**src/hw/rtl/mb4_pkg.sv**
```systemverilog
`timescale 1ns / 1ps
`default_nettype none
package mb4_pkg;
  localparam int IMAGE_WIDTH_DEF   = 1024;
  localparam int IMAGE_HEIGHT_DEF  = 1024;
  localparam int FRACTION_BITS_DEF = 28;
  localparam int COORD_W = 10;
  localparam int COUNT_W = 16;
  localparam int CFG_W   = 32;
  localparam int STEP_W  = 29;
  localparam int VAL_W   = 48;

  localparam logic [1:0] REG_STEP   = 2'd0;
  localparam logic [1:0] REG_ORIG_R = 2'd1;
  localparam logic [1:0] REG_ORIG_I = 2'd2;
  localparam logic [1:0] REG_LIMIT  = 2'd3;

  typedef struct packed {
    logic                    outside;
    logic signed [VAL_W-1:0] cr;
    logic signed [VAL_W-1:0] ci;
  } job_t;
endpackage
`default_nettype wire

```
**src/hw/rtl/mb4_front.sv**
```systemverilog
`timescale 1ns / 1ps
`default_nettype none
module mb4_front #(
  parameter int IMAGE_WIDTH  = mb4_pkg::IMAGE_WIDTH_DEF,
  parameter int IMAGE_HEIGHT = mb4_pkg::IMAGE_HEIGHT_DEF
) (
  input  wire                                clk,
  input  wire                                rst_n,
  input  wire                                in_valid,
  output logic                               in_ready,
  input  wire  [mb4_pkg::COORD_W-1:0]        in_pixel_col,
  input  wire  [mb4_pkg::COORD_W-1:0]        in_pixel_row,
  input  wire  [mb4_pkg::STEP_W-1:0]         step,
  input  wire  signed [mb4_pkg::CFG_W-1:0]   org_r,
  input  wire  signed [mb4_pkg::CFG_W-1:0]   org_i,
  output logic                               q_valid,
  input  wire                                q_ready,
  output mb4_pkg::job_t                      q_job
);
  localparam int W = mb4_pkg::VAL_W;
  mb4_pkg::job_t buf_r [2];
  logic [1:0] cnt_r;
  logic wp_r, rp_r;
  logic push, pop;
  mb4_pkg::job_t job;

  always_comb begin
    job.outside = (32'(in_pixel_col) >= IMAGE_WIDTH) || (32'(in_pixel_row) >= IMAGE_HEIGHT);
    job.cr = $signed(W'({in_pixel_col} * step)) + W'(org_r);
    job.ci = $signed(W'({in_pixel_row} * step)) + W'(org_i);
    in_ready = cnt_r != 2'd2;
    push = in_valid && in_ready;
    q_valid = cnt_r != 2'd0;
    pop = q_valid && q_ready;
    q_job = buf_r[rp_r];
  end

  always_ff @(posedge clk) begin
    if (push) buf_r[wp_r] <= job;
    if (!rst_n) begin
      cnt_r <= '0; wp_r <= 1'b0; rp_r <= 1'b0;
    end else begin
      if (push) wp_r <= ~wp_r;
      if (pop) rp_r <= ~rp_r;
      cnt_r <= cnt_r + {1'b0, push} - {1'b0, pop};
    end
  end
endmodule
`default_nettype wire

```
**config.mk**
```make
export PLATFORM = sky130hd
export DESIGN_NAME = mb4_front
export DESIGN_NICKNAME = d
export VERILOG_FILES = /design/src/hw/rtl/mb4_pkg.sv /design/src/hw/rtl/mb4_front.sv
export SDC_FILE = /design/constraint.sdc
export NUM_CORES = 2
export LEC_CHECK = 0
export ABC_AREA = 0
export BUFFER_PORTS_ARGS = -buffer_cell sky130_fd_sc_hd__buf_2
export CAP_MARGIN = 5
export CORE_MARGIN = 5
export CORE_UTILIZATION = 64
export DETAILED_ROUTE_END_ITERATION = 6
export GPL_TIMING_DRIVEN = 0
export PLACE_DENSITY = 0.84
export SETUP_SLACK_MARGIN = 0.1
export SYNTH_ARGS = -nofsm -noshare
export SYNTH_HDL_FRONTEND = slang
export SYNTH_SLANG_ARGS = --single-unit
```
**constraint.sdc**
```tcl
create_clock -name clk -period 8.57 [get_ports clk]
set_clock_uncertainty 0.05 [all_clocks]
set_input_delay 0.4285 -clock clk [delete_from_list [all_inputs] [get_ports clk]]
set_output_delay 0.4285 -clock clk [all_outputs]
set_load 0.05 [all_outputs]
```
Yosys cells after proc, flatten, opt, wreduce, memory -nomap -nowiden --
Memory sizes are Yosys's and may differ from the RTL's. A register that Yosys moved wholly into a read port is not among the register bits. Cells that the tools add are included.
Word-level totals: flip-flop bits (word level) 4, latch bits 0, RAM bits 192, memory bits (read-only) 0, input port bits 117, output and inout bits 99, memories kept 1
Cells by class: add/sub/neg operators 4, multiply operators 2, div/mod/pow operators 0, order comparisons 0, eq/ne operators 1, shifts and indexed selects 0, muxes and demuxes 4, bitwise gates (word level) 2, reductions and logical operators 3
Memory list:
- buf_r | depth 2, bits a word 96, rd ports 1, clocked after Yosys merged registers in 1, write ports 1, RTL line mb4_front.sv:21 | mb4_pkg::job_t buf_r [2];
Operators with widths (count):
- 40-bit by 32-bit adder with 41-bit output | 2
- 10-bit by 29-bit multiplier with 39-bit output | 2
- 1-bit two-way mux | 4
- 2-bit by 1-bit adder with 2-bit output | 1
- 1-bit logical AND | 2
- 2-bit inequality test, second input constant | 1
- 1-bit NOT | 2
- 2-bit nonzero test | 1
- 2-bit by 1-bit subtractor with 2-bit output | 1

Depth between registers and ports, before layout --
word-level depth 4, depth in mapped cells 33, mapped depth without buffers 31

Worst setup path after synthesis --
OpenSTA, ideal clock, no wires.
path kind input -> register, start point input port in_pixel_row[2] in the netlist's numbering, end point memory buf_r[0][47] in the netlist's numbering (data pin), library setup time 0.270 ns, arrival 7.244 ns, required time 8.250 ns, setup slack 1.006 ns, stages 31, buffers on the path 3, cell sequence clkbuf_1 > clkbuf_1 > nand2_1 > fa_1 > inv_1 > fa_1 > fa_1 > fa_1 > inv_1 > fa_1 > inv_1 > ha_1 > clkbuf_1 > a21oi_1 > o21a_1 > nor2_1 > a2111oi_1 > nand3_1 > a41o_1 > a31oi_1 > o21a_1 > xnor2_1 > ha_1 > a21o_1 > a21o_1 > a21oi_1 > nor2b_1 > o21ai_0 > nand2_1 > a221oi_1 > nand3_1
RTL lines:
- start: declaration | RTL line mb4_front.sv:12 | input wire [mb4_pkg::COORD_W-1:0] in_pixel_row,
- end: declaration | RTL line mb4_front.sv:21

==> flow_metrics.py <==
metrics = {
    "critical_path": {
        "worstSetupPathType": "in -> reg",
        "r2r_cells": 4,
        "slowest_delay_ns": 0.53,
        "cp.required_ns": 8.82,
        "critPathArrivalTime_ns": 8.34,
        "cp_max_fo": 10,
        "end_kind": "flop",
        "start_kind": "input port",
        "slowest_stage": "fa_1",
    },
    "synthesis": {
        "async_reset_ff_share_pct": 0,
        "synth_top_area_share_pct": 29.8,
        "syn_avg_cell_area_sq_um": 9.46,
        "syn_nets": 3845,
        "yosys.area.top_type": "fa_1",
        "yosys_warnings": 0,
        "syn-cell-area_sq_um": 28900,
        "synth_common_cells": "inv_1, fa_1, nand2_1, and2_1, ha_1",
        "yosysMostFrequentCell": "inv_1",
        "ys_seq_area_share_pct": 17.4,
        "yosys-top-cells-area": "fa_1, edfxtp_1, ha_1",
        "synth.distinct_cells": 78,
        "synthCells": 3052,
        "ys_ff_latch": 169,
        "synth_flop_cell": "edfxtp_1",
        "synth_edf_count": 164,
    },
    "timing": {
        "min_period_ns": 8.09,
        "drv_slew": 0,
        "fin_ws_ns": 0.481,
        "fin_crit_sh_pct": 94.4,
        "worstMarginPinSlew_ns": 1.07,
        "setup_viol": 0,
        "max_freq_mhz": 124,
        "max-slew-margin-rel_pct": 28.9,
        "rsz0062_at_grt": "no",
        "tns_ns": 0,
        "finalHoldViolations": 0,
    },
    "route": {
        "vias_per_cell": 5.84,
        "drt_iter0_drc": 1616,
        "drc": 0,
        "wl_per_cell_um": 18.6,
        "ant_nets": 0,
        "firstDrtPassIters": 6,
        "wirelength_um": 71600,
        "num_vias": 22500,
    },
    "floorplan": {
        "fp-row-count": 77,
        "die_h_um": 222,
        "coreArea_sq_um": 44400,
        "start_util_pct": 65.0,
        "io_pins": 216,
        "die_x_um": 222,
        "die_area_sq_um": 49500,
    },
    "global_routing": {
        "grt_pass1_vias": 23700,
        "grt-ovfl-total": 0,
        "grt_max_degree": 43,
        "grt_antenna_before_repair": 3,
        "track_usage_pct": 29.4,
        "grt_pass1_wl_um": 118000,
    },
    "min_path": {
        "min_path_cells": 2,
        "min_path_type": "in -> reg",
    },
    "clock_network": {
        "clock_path_buffers": 2,
        "clock_sinks": 169,
        "hold_buffers": 0,
        "worstSkewPairLatency_ns": 0.48,
        "cts_tree": "yes",
        "cts_root_buf": "clkbuf_16",
        "cts.htree.levels": 4,
        "numCtsBuffers": 17,
        "clk_pin_slew_ns": 0.08,
    },
    "cells_and_area": {
        "fin_nets": 4032,
        "post_route_cells_drive_above_1_share_pct": 11.0,
        "multi_input_area_sq_um": 21500,
        "fillers": 3416,
        "utilization_pct": 70.1,
        "synthToLayoutAreaGrowth_pct": 7.88,
        "layout.cells.non_filler": 3845,
        "register_area_sq_um": 5020,
    },
    "run": {
        "drv_cap": 0,
    },
    "placed_design": {
        "gp_congestion": 0.892,
        "post-place-ws_ns": -0.715,
        "placed_cells": 3812,
        "dp_hpwl_um": 59000,
        "port_buffers": 165,
    },
    "run_status": {
        "status": "complete, no violations",
    },
}
-- per-layer routing --
| layer | part of all wire (%) | track usage, % | vias up |
|---|---|---|---|
| li1 | - | - | 10300 |
| met1 | 40 | 38.7 | 11300 |
| met2 | 49 | 49.3 | 807 |
| met3 | 8.3 | 6.69 | 135 |
| met4 | 2.5 | 8.66 | 4 |
| met5 | 0.032 | 0 | - |
-- repair_timing --
item,CTS,global route
endpoints found under the hold margin,0,0
setup endpoints to repair,18,28
gates cloned,0,0
buffers inserted,0,0
resized for setup,5,62
-- sequential cells by signal, indices dropped and copies added (netlist names), named ones only --
name and cells:
buf_r 164, wp_r 1, rp_r 1, cnt_r 2
-- worst max-delay path, delay by kind of cell --
| kind | cells | cell delay, ns |
|---|---|---|
| buffers and inverters | 7 | 0.95 |
| xor gates and xnor gates | 2 | 0.39 |
| AOI/OAI and AO/OA | 10 | 2.30 |
| and+or+nand+nor | 4 | 0.96 |
| adders and majority gates | 7 | 3.30 |
-- cell usage in the layout (no fill, tap or decap), types with 7 or more instances in the layout --
cell and instances:
o211ai_1 11, o21bai_1 20, edfxtp_1 164, nand2b_1 20
a31oi_1 13, nor2_1 63, inv_1 450, o21a_1 28
xnor2_1 94, a211oi_1 11, and2_1 303, a21o_1 73
ha_1 246, nand4_1 19, a211o_1 7, mux2_2 82
clkbuf_2 28, xor2_1 50, buf_4 15, nor3_1 23
nand3_1 30, a21oi_1 153, and3_1 20, inv_6 7
nor2b_1 23, nand2_1 368, o21ai_0 63, clkbuf_16 17
buf_2 168, fa_1 430, clkbuf_1 120
-- final cells by class --
class                   instances  share of cell area [%]
multi-input cells            2266                    69.1
flip-flops and latches        169                    16.1
inverters                     450                    5.42
repair buffers                168                    2.87
well taps                     592                    2.38
plain buffers                 167                    2.32
clock buffers                  17                    1.37
clock inverters                15                   0.365
diodes                          1                 0.00803
-- worst paths after layout --
path | start | to | slack [ns]
max | in_pixel_row[2] | buf_r[1][37]$_DFFE_PP_ | 0.48
max reg2reg | cnt_r[0]$_SDFF_PN0_ | buf_r[0][86]$_DFFE_PP_ | 6.53
min | rst_n | wp_r$_SDFFE_PN0P_ | 0.15
min reg2reg | rp_r$_SDFFE_PN0P_ | rp_r$_SDFFE_PN0P_ | 0.51
-- logic make-up after synthesis --
group                    after synthesis  share of synthesized area, %
adder cells (fa/ha/maj)              676                          40.5
AO/OA/AOI/OAI                        461                          10.6
other                                  1                        0.0130
multiplexers                          83                          3.23
XOR/XNOR                             144                          4.37
AND/OR/NAND/NOR                      901                          15.7
buffers and inverters                617                          8.22
flip-flops                           169                          17.4
-- per-stage QoR --
stage	hold WS (ns)	cell area, sq um
2_1_floorplan	0.454	28900
3_3_place_gp	0.471	30400
3_5_place_dp	0.492	30500
4_1_cts	0.127	31100
5_1_grt	0.160	31200
6_report	0.154	31200
Power is not shown: default switching activity piles up to over one toggle a cycle in this logic, so the estimate is an artifact.
